==> src/hw/rtl/kprt_pkg.sv <==
`timescale 1ns / 1ps
// ----------------------------------------------------------------------------
// kprt_pkg
// Types and constants shared by the key press/release tracker modules.
// ----------------------------------------------------------------------------
package kprt_pkg;

   localparam int CODE_W        = 7;
   localparam int SLOT_W        = 5;
   localparam int SLOTS_PER_REG = 9;
   localparam int CSR_REG_W     = 63;
   localparam int CSR_DATA_W    = 64;
   localparam int CSR_ADDR_W    = 4;

   localparam logic [7:0] CODE_MASK = 8'h7f;
   localparam logic [7:0] BREAK_BIT = 8'h80;

   typedef enum logic [1:0] {
      OP_SCANCODE    = 2'd0,
      OP_PROCESS     = 2'd1,
      OP_FORCE_WAIT  = 2'd2,
      OP_FORCE_EMPTY = 2'd3
   } op_type;

   typedef enum logic [1:0] {
      KS_EMPTY   = 2'd0,
      KS_WAIT    = 2'd1,
      KS_RELEASE = 2'd2,
      KS_PRESS   = 2'd3
   } key_state_type;

   typedef enum logic [1:0] {
      EV_NONE     = 2'd0,
      EV_PRESSED  = 2'd1,
      EV_RELEASED = 2'd2
   } ev_kind_type;

   typedef enum logic [2:0] {
      CMD_NONE,
      CMD_SCANCODE,
      CMD_FORCE_WAIT,
      CMD_FORCE_EMPTY,
      CMD_START,
      CMD_STEP
   } cmd_kind_type;

   typedef enum logic [1:0] {
      FSM_IDLE,
      FSM_SCAN,
      FSM_EMIT
   } fsm_type;

   localparam logic CSR_REG_CODES_LO = 1'b0;
   localparam logic CSR_REG_CODES_HI = 1'b1;

   typedef struct packed {
      cmd_kind_type        kind;
      logic                brk;
      logic [CODE_W-1:0]   code;
      logic [SLOT_W-1:0]   slot;
   } cell_cmd_type;

   typedef struct packed {
      ev_kind_type         kind;
      logic [SLOT_W-1:0]   slot;
      logic                last;
   } evt_type;

   function automatic key_state_type state_after_scan(key_state_type s);
      key_state_type r;
      case (s)
         KS_PRESS:   r = KS_WAIT;
         KS_RELEASE: r = KS_EMPTY;
         default:    r = s;
      endcase
      return r;
   endfunction

endpackage

==> src/hw/rtl/kprt_cell.sv <==
`timescale 1ns / 1ps
// ----------------------------------------------------------------------------
// kprt_cell
// One key slot: holds its press/release state and the scan token, which is
// handed to the next cell on every scan step.
// ----------------------------------------------------------------------------
module kprt_cell
   import kprt_pkg::*;
#(
   parameter int SLOT_ID = 0
) (
   input  logic                clock,
   input  logic                reset,
   input  cell_cmd_type        cmd,
   input  logic [CODE_W-1:0]   code,
   input  logic                tok_in,
   input  logic                later_in,
   output logic                tok_out,
   output logic                later_out,
   output key_state_type       state,
   output evt_type             ev
);

   localparam logic [SLOT_W-1:0] MY_SLOT  = SLOT_W'(SLOT_ID);
   localparam logic              IS_FIRST = (SLOT_ID == 0);

   key_state_type state_ff, state_in;
   logic          tok_ff, tok_in_nx;
   logic          pending;

   assign pending = (state_ff == KS_PRESS) || (state_ff == KS_RELEASE);

   always_comb begin
      state_in  = state_ff;
      tok_in_nx = tok_ff;
      case (cmd.kind)
         CMD_SCANCODE: begin
            if (cmd.code == code) begin
               if (cmd.brk) begin
                  state_in = (state_ff == KS_PRESS || state_ff == KS_WAIT) ?
                             KS_RELEASE : KS_EMPTY;
               end else begin
                  state_in = (state_ff == KS_EMPTY || state_ff == KS_RELEASE) ?
                             KS_PRESS : KS_WAIT;
               end
            end
         end
         CMD_FORCE_WAIT: begin
            if (cmd.slot == MY_SLOT) state_in = KS_WAIT;
         end
         CMD_FORCE_EMPTY: begin
            if (cmd.slot == MY_SLOT) state_in = KS_EMPTY;
         end
         CMD_START: begin
            tok_in_nx = IS_FIRST;
         end
         CMD_STEP: begin
            if (tok_ff) state_in = state_after_scan(state_ff);
            tok_in_nx = tok_in;
         end
         default: begin
         end
      endcase
   end

   always_ff @(posedge clock) begin
      if (reset) begin
         state_ff <= KS_EMPTY;
         tok_ff   <= 1'b0;
      end else begin
         state_ff <= state_in;
         tok_ff   <= tok_in_nx;
      end
   end

   assign tok_out   = tok_ff;
   assign later_out = later_in | pending;
   assign state     = state_ff;

   always_comb begin
      ev = '0;
      if (tok_ff && pending) begin
         ev.kind = (state_ff == KS_PRESS) ? EV_PRESSED : EV_RELEASED;
         ev.slot = MY_SLOT;
         ev.last = ~later_in;
      end
   end

endmodule

==> src/hw/rtl/key_press_release_tracker_top.sv <==
`timescale 1ns / 1ps
// ----------------------------------------------------------------------------
// key_press_release_tracker_top
// Press/release tracking for a row of watched key slots.
// ----------------------------------------------------------------------------
// Requests enter on req_* (valid/ready) and results leave on rsp_* (valid/
// ready); key codes for the slots are written over the csr_* APB port, two
// 64-bit registers at byte addresses 0 and 8.
// Scancode and force requests give one result: the slot row updates at the
// accept edge and the result is loaded in the EMIT state once the result
// register is free. A process request walks a token along the slot chain,
// one slot per cycle unless a full result register holds it, and loads one
// result per press or release event; it ends at the last slot with an event.
// A process request with nothing pending gives a single no-event result.
// Every result reports the key_index slot's state as it stands after the
// whole request.
// The result register holds a result until rsp_ready; while it is full the
// scan waits at the next event slot. A new request is taken as soon as the
// previous request's last result is in the result register.
// Reset empties all slots, zeroes the codes and clears the result valid flag.
// ----------------------------------------------------------------------------
module key_press_release_tracker_top
   import kprt_pkg::*;
#(
   parameter int NUM_KEYS = 18
) (
   input  logic                    clock,
   input  logic                    reset,

   input  logic                    req_valid,
   output logic                    req_ready,
   input  logic [1:0]              req_operation,
   input  logic [7:0]              req_scancode,
   input  logic [4:0]              req_key_index,

   output logic                    rsp_valid,
   input  logic                    rsp_ready,
   output logic [1:0]              rsp_event_kind,
   output logic [4:0]              rsp_event_slot,
   output logic                    rsp_any_found,
   output logic [1:0]              rsp_slot_state,
   output logic                    rsp_last,

   input  logic                    csr_psel,
   input  logic                    csr_penable,
   input  logic                    csr_pwrite,
   input  logic [CSR_ADDR_W-1:0]   csr_paddr,
   input  logic [CSR_DATA_W-1:0]   csr_pwdata,
   output logic [CSR_DATA_W-1:0]   csr_prdata,
   output logic                    csr_pready
);

   // CSR
   logic [CSR_REG_W-1:0] codes_lo_ff, codes_hi_ff;
   logic                 csr_wr;
   logic                 csr_sel;

   assign csr_pready = 1'b1;
   assign csr_wr     = csr_psel & csr_penable & csr_pwrite;
   assign csr_sel    = csr_paddr[3];

   always_ff @(posedge clock) begin
      if (reset) begin
         codes_lo_ff <= '0;
         codes_hi_ff <= '0;
      end else if (csr_wr) begin
         unique case (csr_sel)
            CSR_REG_CODES_LO: codes_lo_ff <= csr_pwdata[CSR_REG_W-1:0];
            CSR_REG_CODES_HI: codes_hi_ff <= csr_pwdata[CSR_REG_W-1:0];
            default: begin
            end
         endcase
      end
   end

   always_comb begin
      unique case (csr_sel)
         CSR_REG_CODES_LO: csr_prdata = {1'b0, codes_lo_ff};
         CSR_REG_CODES_HI: csr_prdata = {1'b0, codes_hi_ff};
         default:          csr_prdata = '0;
      endcase
   end

   // Slot chain
   cell_cmd_type  cmd;
   logic          tok     [NUM_KEYS];
   logic          later   [NUM_KEYS];
   key_state_type cstate  [NUM_KEYS];
   evt_type       cell_ev [NUM_KEYS];

   for (genvar g = 0; g < NUM_KEYS; g++) begin : g_cell
      logic [CODE_W-1:0] code;
      logic              tin;
      logic              lin;

      if (g < SLOTS_PER_REG) begin : g_lo
         assign code = codes_lo_ff[CODE_W*g +: CODE_W];
      end else begin : g_hi
         assign code = codes_hi_ff[CODE_W*(g-SLOTS_PER_REG) +: CODE_W];
      end

      if (g == 0) begin : g_tfirst
         assign tin = 1'b0;
      end else begin : g_tnext
         assign tin = tok[g-1];
      end

      if (g == NUM_KEYS-1) begin : g_llast
         assign lin = 1'b0;
      end else begin : g_lnext
         assign lin = later[g+1];
      end

      kprt_cell #(.SLOT_ID(g)) u_cell (
         .clock     (clock),
         .reset     (reset),
         .cmd       (cmd),
         .code      (code),
         .tok_in    (tin),
         .later_in  (lin),
         .tok_out   (tok[g]),
         .later_out (later[g]),
         .state     (cstate[g]),
         .ev        (cell_ev[g])
      );
   end

   logic [$bits(evt_type)-1:0] ev_acc;
   evt_type                    ev_sel;
   logic [NUM_KEYS-1:0]        tok_vec;
   logic                       any_pend;
   logic                       tok_pend;

   always_comb begin
      ev_acc = '0;
      for (int i = 0; i < NUM_KEYS; i++) begin
         ev_acc  = ev_acc | cell_ev[i];
         tok_vec[i] = tok[i];
      end
   end

   assign ev_sel   = evt_type'(ev_acc);
   assign any_pend = later[0];
   assign tok_pend = (ev_sel.kind != EV_NONE);

   // Control
   fsm_type       state_ff, state_in;
   logic [4:0]    kidx_ff;
   key_state_type rpt_ff;
   key_state_type req_sel_state, kidx_sel_state;
   logic          accept;
   logic          out_free;
   logic          step;
   logic          load_emit, load_event;
   op_type        op;

   logic          rsp_valid_ff;
   ev_kind_type   rsp_kind_ff;
   logic [4:0]    rsp_slot_ff;
   logic          rsp_found_ff;
   key_state_type rsp_state_ff;
   logic          rsp_last_ff;

   assign op       = op_type'(req_operation);
   assign out_free = ~rsp_valid_ff | rsp_ready;
   assign accept   = req_valid & req_ready;
   assign step     = (state_ff == FSM_SCAN) & (~tok_pend | out_free);

   always_comb begin
      req_sel_state  = KS_EMPTY;
      kidx_sel_state = KS_EMPTY;
      for (int i = 0; i < NUM_KEYS; i++) begin
         if (req_key_index == SLOT_W'(i)) req_sel_state  = cstate[i];
         if (kidx_ff == SLOT_W'(i))       kidx_sel_state = cstate[i];
      end
   end

   always_comb begin
      state_in = state_ff;
      unique case (state_ff)
         FSM_IDLE: begin
            if (accept) begin
               state_in = (op == OP_PROCESS && any_pend) ? FSM_SCAN : FSM_EMIT;
            end
         end
         FSM_SCAN: begin
            if (step && tok_pend && ev_sel.last) state_in = FSM_IDLE;
         end
         FSM_EMIT: begin
            if (out_free) state_in = FSM_IDLE;
         end
         default: state_in = FSM_IDLE;
      endcase
   end

   always_comb begin
      req_ready  = 1'b0;
      load_emit  = 1'b0;
      load_event = 1'b0;
      cmd        = '0;
      cmd.kind   = CMD_NONE;
      cmd.brk    = (req_scancode & BREAK_BIT) != 8'h00;
      cmd.code   = CODE_W'(req_scancode & CODE_MASK);
      cmd.slot   = req_key_index;
      unique case (state_ff)
         FSM_IDLE: begin
            req_ready = 1'b1;
            if (req_valid) begin
               unique case (op)
                  OP_SCANCODE:    cmd.kind = CMD_SCANCODE;
                  OP_PROCESS:     cmd.kind = any_pend ? CMD_START : CMD_NONE;
                  OP_FORCE_WAIT:  cmd.kind = CMD_FORCE_WAIT;
                  OP_FORCE_EMPTY: cmd.kind = CMD_FORCE_EMPTY;
                  default:        cmd.kind = CMD_NONE;
               endcase
            end
         end
         FSM_SCAN: begin
            if (step) cmd.kind = CMD_STEP;
            load_event = step & tok_pend;
         end
         FSM_EMIT: begin
            load_emit = out_free;
         end
         default: begin
         end
      endcase
   end

   always_ff @(posedge clock) begin
      if (reset) begin
         state_ff <= FSM_IDLE;
      end else begin
         state_ff <= state_in;
      end
   end

   always_ff @(posedge clock) begin
      if (accept) begin
         kidx_ff <= req_key_index;
         rpt_ff  <= state_after_scan(req_sel_state);
      end
   end

   always_ff @(posedge clock) begin
      if (reset) begin
         rsp_valid_ff <= 1'b0;
      end else if (load_emit || load_event) begin
         rsp_valid_ff <= 1'b1;
      end else if (rsp_ready) begin
         rsp_valid_ff <= 1'b0;
      end
   end

   always_ff @(posedge clock) begin
      if (load_emit) begin
         rsp_kind_ff  <= EV_NONE;
         rsp_slot_ff  <= '0;
         rsp_found_ff <= 1'b0;
         rsp_state_ff <= kidx_sel_state;
         rsp_last_ff  <= 1'b1;
      end else if (load_event) begin
         rsp_kind_ff  <= ev_sel.kind;
         rsp_slot_ff  <= ev_sel.slot;
         rsp_found_ff <= 1'b1;
         rsp_state_ff <= rpt_ff;
         rsp_last_ff  <= ev_sel.last;
      end
   end

   assign rsp_valid      = rsp_valid_ff;
   assign rsp_event_kind = rsp_kind_ff;
   assign rsp_event_slot = rsp_slot_ff;
   assign rsp_any_found  = rsp_found_ff;
   assign rsp_slot_state = rsp_state_ff;
   assign rsp_last       = rsp_last_ff;

   // Assertions
   a_tok_onehot: assert property (@(posedge clock) disable iff (reset)
      $onehot0(tok_vec))
      else $error("more than one scan token in the slot chain");

   a_scan_has_tok: assert property (@(posedge clock) disable iff (reset)
      (state_ff == FSM_SCAN) |-> (tok_vec != '0))
      else $error("scan running without a token");

   a_last_ends: assert property (@(posedge clock) disable iff (reset)
      (load_event && ev_sel.last) |=> (state_ff == FSM_IDLE))
      else $error("scan did not end after its last event");

   a_event_found: assert property (@(posedge clock) disable iff (reset)
      (rsp_valid && rsp_event_kind != EV_NONE) |-> rsp_any_found)
      else $error("event result without any_found");

   a_no_overwrite: assert property (@(posedge clock) disable iff (reset)
      (rsp_valid && !rsp_ready) |-> !(load_emit || load_event))
      else $error("result register overwritten while stalled");

endmodule
==> config.mk <==
export PLATFORM = sky130hd
export DESIGN_NAME = key_press_release_tracker_top
export DESIGN_NICKNAME = d
export VERILOG_FILES = /design/src/hw/rtl/kprt_pkg.sv /design/src/hw/rtl/kprt_cell.sv /design/src/hw/rtl/key_press_release_tracker_top.sv
export SDC_FILE = /design/constraint.sdc
export NUM_CORES = 1
export LEC_CHECK = 0
export BUFFER_PORTS_ARGS = -buffer_cell sky130_fd_sc_hd__buf_2
export CAP_MARGIN = 20
export CORE_UTILIZATION = 55
export CTS_CLUSTER_SIZE = 25
export DETAILED_ROUTE_END_ITERATION = 6
export MAX_ROUTING_LAYER = met4
export PLACE_DENSITY = 0.73
export SYNTH_ARGS = -nofsm -noshare
export SYNTH_HDL_FRONTEND = slang
export SYNTH_SLANG_ARGS = --single-unit
==> constraint.sdc <==
create_clock -name clock -period 5.55 [get_ports clock]
set_input_delay 0 -clock clock [delete_from_list [all_inputs] [get_ports clock]]
set_output_delay 0 -clock clock [all_outputs]
set_load 0.02 [all_outputs]
==> results.cfg, run 1 <==
[outcome]
status = finished, final reports clean

[global_routing]
grt_pass1_vias = 10900
grt_max_degree = 103
antenna_found_initial = 0
grt_util_all_layers_pct = 35.0
overflow = 0
grt_pass1_wl_um = 58300

[critical_path]
crit_path_end_kind = flop
r2r_slack_ps = 2210
reg2reg_depth = 7
arrival_ps = 3800
setup.worst_path.start_class = flop
required_ps = 6020
worstPathCellList = or4_4 -> nor3_2 -> a21oi_2 -> a2bb2oi_1 -> nand4_1 -> a2111oi_0 -> o221a_1
r2r_start = g_cell[7].u_cell.state[1]$_SDFFE_PP0P_
r2r-end = g_cell[0].u_cell.state[0]$_SDFFE_PP0P_
critPathTopFamily = simple AND/OR/NAND/NOR gates
crit_buf_inv = 0
crit_slowest_cell = nand4_1
critical_path_class = reg -> reg
path_max_fanout = 15
cpPeakStageDelay_ps = 670

[pwr]
power.density_mw_per_mm2 = 360
p_leak_nw = 5.36
irDropWorstVdd_mv = 0.240

[cells_and_area]
finalInstanceArea_mm2 = 0.0138
n_antenna_cell = 0
drive_gt1_share_pct = 19.0
area_growth_syn_to_layout_pct = 20.1
fin_nets = 1693

[synthesis]
yosys.cell_count.top_type = nand2_1
netlist_area_mm2 = 0.0115
yosys-top-cells-count = nand2_1 (326), dfxtp_1 (192), a21oi_1 (157), clkbuf_1 (94), xnor2_1 (80)
ys.flop_type = dfxtp_1
yosys.area.top_type_share_pct = 33.5
async_reset_ff_share_pct = 0
ys_warn_count = 0
synth_area_leaders = dfxtp_1 (33%), nand2_1 (11%), a21oi_1 (6.8%)
synth-edff-count = 9
ys_ff_latch = 201
synth_largest_area_cell = dfxtp_1
syn_inst = 1433
ys_types = 74
ys_seq_area_share_pct = 35.8
syn_avg_cell_area_um2 = 8.01

[floorplanning]
std_cell_rows = 52
dieArea_mm2 = 0.0215
initial_core_util_pct = 56.4
die_w_um = 146
io_pins = 168
core_mm2 = 0.0204
die_h_um = 146

[placement]
dpl.hpwl_um = 24300
dpl-instance-area_mm2 = 0.0123
portBuffers = 161
place.gp.congestion = 0.986

[detailed_routing]
drc = 0
ant_nets = 0
first_iter_violations = 1015
first_pass_iters = 5
finalWirelength_um = 37000
routedWlPerCell_um = 19.7
dr_total_vias = 11300
viasPerCell = 5.97

[cts]
cts_root_buf = clkbuf_16
clk_pin_slew_ps = 60
cts-resized-gates = 0
worstSkewPairLatency_ps = 520
cts_setup_buffers = 0
clockBufferDepth = 3
htree_levels = 1
numCtsBuffers = 22
tritoncts = built
cts.sinks = 201

[sta]
post-route-period-util_pct = 60.1
drv_slew = 0
finalSetupTns_ps = 0
worst_pin_slew_ps = 1060
skew_ps = 17.1
slew_headroom_pct = 29.5
fmax_ghz = 0.300
finalSetupViolCount = 0
rsz0062_at_grt = false
finalCriticalPeriod_ps = 3340
final_hold_viol_count = 0

[min_path]
min_path_type = in -> reg
hold_start = csr_penable
min_path_cells = 5
hold_end = codes_hi_ff[54]$_SDFFE_PP0P_

[flow_run]
maxCapViolCount = 0
## registers in the layout, summed over array words and instances, names as in the netlist
name	cells
rsp_slot_state	2
codes_lo_ff	63
state_ff	2
g_cell.u_cell.state	36
rsp_last	1
rsp_event_kind	2
rsp_valid	1
kidx_ff	5
rsp_event_slot	5
rsp_any_found	1
codes_hi_ff	63
g_cell.u_cell.tok_out	18
rpt_ff	2
## power breakdown
group	leakage, nW	switching, mW	total, mW	internal [mW]
combinational	3.37	0.942	1.62	0.678
sequential	1.64	0.279	1.88	1.60
clock	0.349	0.623	1.46	0.841
total	5.36	1.84	4.96	3.12
## worst min-delay path, delay by kind of cell
kind | cells | cell delay [ps]
AOI/OAI and AO/OA | 1 | 50
buffers and inverters | 1 | 100
and+or+nand+nor | 3 | 440
## cell type report
cell class              count  area (um^2)
clock inverters             5         38.8
inverters                  26         97.6
well taps                 270          338
repair buffers            250         1660
clock buffers              33          674
flip-flops and latches    201         4110
multi-input cells        1100         6860
fillers                  1690         6580
## per-layer routing
| layer | vias to the layer above | routed length, um | GRT usage (%) |
|---|---|---|---|
| li1 | 5357 | - | - |
| met1 | 5314 | 15100 | 42.8 |
| met2 | 486 | 17700 | 57.3 |
| met3 | 104 | 2750 | 5.69 |
| met4 | 0 | 1550 | 14.3 |
| met5 | - | 0 | - |
## cells by family after synthesis
family          count (synthesis)  synth area share [%]
simple gates                  536                  21.1
mux                            88                  8.51
other cells                     2                0.0654
compound gates                327                  18.6
flops                         201                  35.8
fa+ha+maj                       2                 0.218
buf+inv                       133                  4.60
xor+xnor                      144                  11.0
## per-stage QoR
step	instances	utilization, %	setup WS [ps]	hold slack [ps]	total power [mW]
after global placement	1772	60.5	2320	236	3.40
final	1885	67.7	2210	127	4.96
after CTS	1885	67.7	2240	124	4.92
after detailed placement	1772	60.5	2280	240	3.42
after floorplan	1434	-	2910	98.9	2.96
after global routing	1885	67.7	1920	161	5.17
## cells in the final DEF (no fill, tap or decap), types with 13 or more instances in the layout
cell type / netlist / routed
a21oi_1: 157 / 157
a22oi_1: 23 / 23
buf_2: 5 / 160
buf_4: 2 / 15
clkbuf_16: 0 / 24
dfxtp_1: 192 / 192
dlygate4sd3_1: 0 / 75
inv_1: 26 / 26
mux2_2: 67 / 67
mux2i_1: 20 / 20
nand2_1: 326 / 326
nand2b_1: 16 / 15
nand3_1: 17 / 17
nand4_1: 22 / 22
nor2_1: 64 / 62
nor3_1: 13 / 13
nor4_1: 23 / 23
o22ai_1: 21 / 21
xnor2_1: 80 / 80
xor2_1: 64 / 64
## what timing repair did
action                                 CTS  global route
hold buffers                            75             0
setup endpoints to repair                0             0
endpoints found under the hold margin  148             0
## how the worst max path moves through the flow
stage / start / end / slack [ps] / cells past startpoint
2_1_floorplan: g_cell[7].u_cell.state[1]$_SDFFE_PP0P_ / g_cell[3].u_cell.state[0]$_SDFFE_PP0P_ / 2910 / 10
3_3_place_gp: g_cell[7].u_cell.state[1]$_SDFFE_PP0P_ / g_cell[4].u_cell.state[0]$_SDFFE_PP0P_ / 2320 / 7
3_5_place_dp: g_cell[7].u_cell.state[1]$_SDFFE_PP0P_ / g_cell[4].u_cell.state[0]$_SDFFE_PP0P_ / 2280 / 7
4_1_cts: g_cell[7].u_cell.state[1]$_SDFFE_PP0P_ / g_cell[5].u_cell.state[0]$_SDFFE_PP0P_ / 2240 / 7
5_1_grt: g_cell[7].u_cell.state[1]$_SDFFE_PP0P_ / g_cell[17].u_cell.state[0]$_SDFFE_PP0P_ / 1920 / 7
6_report: g_cell[7].u_cell.state[1]$_SDFFE_PP0P_ / g_cell[0].u_cell.state[0]$_SDFFE_PP0P_ / 2210 / 7
No activity file was read; power rests on OpenSTA's default activity.
==> run 2, diff against run 1 <==
==> constraint.sdc (replaced) <==
create_clock -name clock -period 3.2 [get_ports clock]
set_input_delay 0 -clock clock [delete_from_list [all_inputs] [get_ports clock]]
set_output_delay 0 -clock clock [all_outputs]
set_load 0.02 [all_outputs]
==> results.cfg, run 2 (synthesis gave the netlist of run 1 again) <==
[outcome]
status = finished, final reports clean

[detailed_routing]
viasPerCell = 5.99
dr_total_vias = 11400
routedWlPerCell_um = 19.8
finalWirelength_um = 37700
first_pass_iters = 5
drc = 0
ant_nets = 0
first_iter_violations = 895

[sta]
fmax_ghz = 0.344
setup_slack_ps = 294
final_hold_viol_count = 0
finalCriticalPeriod_ps = 2910
skew_ps = 11.5
hold_ws_ps = 8.33
post-route-period-util_pct = 90.8
slew_headroom_pct = 29.5
worst_pin_slew_ps = 1050
rsz0062_at_grt = false
finalSetupTns_ps = 0
finalSetupViolCount = 0
drv_slew = 0

[cells_and_area]
n_antenna_cell = 0
area_growth_syn_to_layout_pct = 22.2
layout_commonest_cell = nand2_1
final-seq-area_mm2 = 0.00411
instances_no_fill = 1908
nFillCells = 1611
final_util_pct = 68.9
layout_common_cells = nand2_1 (326), dfxtp_1 (192), buf_2 (160), a21oi_1 (157), xnor2_1 (80)
fin_nets = 1715
multi_input_area_mm2 = 0.00687
drive_gt1_share_pct = 20.3
finalInstanceArea_mm2 = 0.0140

[critical_path]
setup.worst_path.start_class = flop
crit_path_end_kind = flop
path_max_fanout = 8
crit_slowest_cell = nor3_1
r2r_slack_ps = 290
worstPathCellList = nand2_1 -> o2111ai_1 -> nor3_1 -> buf_4 -> and4_1 -> nor3_1 -> a211oi_1 -> a32o_1
arrival_ps = 3330
cpPeakStageDelay_ps = 870
required_ps = 3630
cpMostUsedCell = nor3_1
reg2reg_depth = 8
critical_path_class = reg -> reg

[placement]
place.gp.congestion = 1.01
dpl.hpwl_um = 25400
dpl-instance-area_mm2 = 0.0125
dp.cells = 1794
portBuffers = 161
pre_cts_ws_ps = 233

[cts]
htree_levels = 1
clockBufferDepth = 3
numCtsBuffers = 23
cts_root_buf = clkbuf_16
cts.sinks = 201
tritoncts = built
clk_pin_slew_ps = 70
worstSkewPairLatency_ps = 530

[floorplanning]
die_w_um = 146
die_h_um = 146
io_pins = 168
core_mm2 = 0.0204
std_cell_rows = 52
initial_core_util_pct = 56.4
dieArea_mm2 = 0.0215

[pwr]
power_frac_clock_pct = 30.0
power.density_mw_per_mm2 = 631
irDropWorstVdd_mv = 0.476
comb_power_share_pct = 33.7
switchingPower_mw = 3.29
total_power_mw = 8.86
p_leak_nw = 5.47
seqPwrFrac_pct = 36.4
p_int_mw = 5.57
swShare_pct = 37.1

[global_routing]
overflow = 0
antenna_found_initial = 0
grt_max_degree = 158
grt_pass1_vias = 11000
grt_util_all_layers_pct = 35.6
grt_pass1_wl_um = 58900

[min_path]
min_path_type = in -> reg
min_path_cells = 3

[flow_run]
maxCapViolCount = 0
-- run 2: cell count changes in the layout (fill, tap and decap cells not counted), moves of 2 or more --
cell	change
buf_12	+3
clkbuf_1	-3
clkinv_2	-2
buf_4	+19
clkinvlp_4	+3
-- run 2: worst paths after layout --
path | start | to
max | g_cell[6].u_cell.state[1]$_SDFFE_PP0P_ | g_cell[9].u_cell.state[1]$_SDFFE_PP0P_
min | reset | g_cell[6].u_cell.tok_out$_SDFFE_PP0P_
max reg2reg | g_cell[6].u_cell.state[1]$_SDFFE_PP0P_ | g_cell[9].u_cell.state[1]$_SDFFE_PP0P_
min reg2reg | rsp_any_found$_SDFFE_PP0P_ | rsp_any_found$_SDFFE_PP0P_
-- run 2: critical path, delay by kind of cell, from the launching register on --
| family | cells | cell delay (ps) |
|---|---|---|
| buf+inv | 1 | 150 |
| compound gates | 3 | 700 |
| simple gates | 4 | 1410 |
| flops | 1 | 530 |
-- run 2: routing by layer --
metal	up-vias	routed length, um	GRT usage [%]
met4	0	1840	16.6
li1	5398	-	-
met3	120	2580	5.22
met1	5428	15300	43.3
met2	482	18000	58.1
met5	-	0	-
-- run 2: timing repair --
action                                  CTS  global route
hold buffers                             74             0
endpoints found under the setup margin    0             1
gates resized for setup                   0             1
buffers inserted                          0             0
hold endpoints to repair                134             0
-- run 2: power groups by stage --
stage	clock, mW	combinational [mW]	sequential, mW
detailed placement	0	2.81	3.25
finish	2.65	2.98	3.22
global route	2.78	3.17	3.25
floorplan	0	2.11	3.02
CTS	2.67	2.91	3.20
global placement	0	2.78	3.25
-- run 2: layout make-up --
cell class / count / area share (%)
multi-input combinational: 1100 / 48.9
clock inverter: 10 / 0.758
inverter: 26 / 0.696
sequential: 201 / 29.3
clock buffer: 30 / 4.65
timing repair buffer: 271 / 13.2
tap: 270 / 2.41
==> run 3, diff against run 2 <==
--- a/config.mk
+++ b/config.mk
@@ -7,11 +7,11 @@
 export LEC_CHECK = 0
 export BUFFER_PORTS_ARGS = -buffer_cell sky130_fd_sc_hd__buf_2
 export CAP_MARGIN = 20
-export CORE_UTILIZATION = 55
+export CORE_UTILIZATION = 40
 export CTS_CLUSTER_SIZE = 25
 export DETAILED_ROUTE_END_ITERATION = 6
 export MAX_ROUTING_LAYER = met4
-export PLACE_DENSITY = 0.73
+export PLACE_DENSITY = 0.55
 export SYNTH_ARGS = -nofsm -noshare
 export SYNTH_HDL_FRONTEND = slang
 export SYNTH_SLANG_ARGS = --single-unit
==> results.cfg, run 3 (synthesis gave the netlist of run 1 again) <==
[critical_path]
reg2reg_depth = 9
r2r-end = g_cell[17].u_cell.state[0]$_SDFFE_PP0P_
critPathTopFamily = compound AO/OA/AOI/OAI gates
setup.worst_path.start_class = flop
cpPeakStageDelay_ps = 600
worstPathCellList = nand3b_1 -> o2111ai_1 -> nor3_1 -> buf_4 -> nand4_1 -> buf_4 -> and3_4 -> a2111oi_0 -> o221a_1
path_max_fanout = 21
arrival_ps = 3310
crit_path_end_kind = flop
crit_buf_inv = 2
required_ps = 3680
critical_path_class = reg -> reg
crit_slowest_cell = dfxtp_1
r2r_start = g_cell[5].u_cell.state[0]$_SDFFE_PP0P_
cpMostUsedCell = buf_4
r2r_slack_ps = 370

[global_routing]
grt_pass1_wl_um = 62200
overflow = 0
grt_max_degree = 81
antenna_found_initial = 1
grt_util_all_layers_pct = 28.1
grt_pass1_vias = 10900

[flow_run]
maxCapViolCount = 0

[floorplanning]
std_cell_rows = 61
die_w_um = 171
core_mm2 = 0.0280
dieArea_mm2 = 0.0294
die_h_um = 171
initial_core_util_pct = 41.0
io_pins = 168

[cts]
cts_root_buf = clkbuf_16
cts.sinks = 201
htree_levels = 1
cts-resized-gates = 0
worstSkewPairLatency_ps = 550
clockBufferDepth = 3
tritoncts = built
numCtsBuffers = 26
clk_pin_slew_ps = 60

[detailed_routing]
drc = 0
dr_total_vias = 11200
ant_nets = 0
viasPerCell = 5.49
routedWlPerCell_um = 19.7
finalWirelength_um = 40000
first_pass_iters = 5
first_iter_violations = 677

[cells_and_area]
drive_gt1_share_pct = 21.1
layout_common_cells = nand2_1 (326), dfxtp_1 (192), buf_2 (160), a21oi_1 (157), xnor2_1 (80)
finalInstanceArea_mm2 = 0.0145
fin_nets = 1725
layout_commonest_cell = nand2_1
final_util_pct = 51.6
area_growth_syn_to_layout_pct = 26.0
nFillCells = 2758

[sta]
finalSetupTns_ps = 0
slew_headroom_pct = 26.8
finalCriticalPeriod_ps = 2830
worst_pin_slew_ps = 1090
final_hold_viol_count = 0
fmax_ghz = 0.353
post-route-period-util_pct = 88.6
drv_slew = 0
skew_ps = 21.9
rsz0062_at_grt = false
finalSetupViolCount = 0

[placement]
portBuffers = 161
dpl-instance-area_mm2 = 0.0127
dpl.hpwl_um = 27500
place.gp.congestion = 0.945

[pwr]
p_leak_nw = 5.63
irDropWorstVdd_mv = 0.420
power.density_mw_per_mm2 = 670
total_power_mw = 9.70

[min_path]
min_path_type = in -> reg
hold_start = csr_penable
hold_end = codes_hi_ff[3]$_SDFFE_PP0P_
min_path_cells = 5

[outcome]
status = finished, final reports clean
[run 3: cell count changes in the layout (fill, tap and decap cells not counted), moves of 2 or more]
cell	delta
clkinv_2	+2
bufinv_16	+6
clkbuf_16	+3
clkbuf_8	-4
buf_4	+5
[run 3: layout make-up]
| class | instances | area (um^2) | share of cell area [%] |
|---|---|---|---|
| flip-flops and latches | 201 | 4110 | 28.4 |
| clock buffers | 28 | 668 | 4.62 |
| clock inverters | 20 | 324 | 2.24 |
| inverters | 26 | 97.6 | 0.675 |
| well taps | 378 | 473 | 3.27 |
| multi-input cells | 1100 | 6860 | 47.4 |
| diodes | 1 | 2.50 | 0.0173 |
| repair buffers | 278 | 1920 | 13.3 |
[run 3: worst reg2reg max path: stages, from the launching register on]
cell and delay [ps]:
dfxtp_1 600, nand3b_1 220, o2111ai_1 140, nor3_1 280
buf_4 180, nand4_1 90, buf_4 250, and3_4 260
a2111oi_0 470, o221a_1 270
[run 3: worst max-delay path by stage]
| stage | cells past startpoint | end | startpoint | slack, ps |
|---|---|---|---|---|
| after floorplan | 10 | g_cell[3].u_cell.state[0]$_SDFFE_PP0P_ | g_cell[7].u_cell.state[1]$_SDFFE_PP0P_ | 560 |
| after global placement | 9 | g_cell[5].u_cell.state[0]$_SDFFE_PP0P_ | g_cell[5].u_cell.state[0]$_SDFFE_PP0P_ | 460 |
| after detailed placement | 9 | g_cell[17].u_cell.state[0]$_SDFFE_PP0P_ | g_cell[12].u_cell.state[1]$_SDFFE_PP0P_ | 450 |
| after CTS | 9 | g_cell[17].u_cell.state[0]$_SDFFE_PP0P_ | g_cell[12].u_cell.state[1]$_SDFFE_PP0P_ | 410 |
| after global routing | 8 | g_cell[9].u_cell.state[0]$_SDFFE_PP0P_ | g_cell[15].u_cell.state[1]$_SDFFE_PP0P_ | 240 |
| final | 9 | g_cell[17].u_cell.state[0]$_SDFFE_PP0P_ | g_cell[5].u_cell.state[0]$_SDFFE_PP0P_ | 370 |
[run 3: where the power goes]
group / total [mW] / switching (mW) / internal [mW]
registers: 3.20 / 0.430 / 2.77
logic: 3.13 / 1.79 / 1.34
clock network: 3.36 / 1.26 / 2.10
[run 3: per-layer routing]
layer	share of wire, %	vias to the layer above	GRT usage (%)	wire length [um]
li1	-	5424	-	-
met1	44	5305	35.8	17700
met2	47	351	45.3	18700
met3	5.8	80	4.46	2310
met4	3.3	0	9.20	1340
met5	0	-	-	0
[run 3: repair_timing]
action / CTS / global route
hold endpoints to repair: 153 / 0
hold buffers: 75 / 0
setup buffers: 0 / 0
[run 3: per-stage QoR]
step / setup slack [ps] / hold slack, ps / std cells
floorplan: 564 / 98.9 / 1434
global placement: 464 / 244 / 1908
CTS: 414 / 55.5 / 2031
global route: 237 / 104 / 2032
detailed placement: 455 / 245 / 1908
finish: 366 / 63.8 / 2032
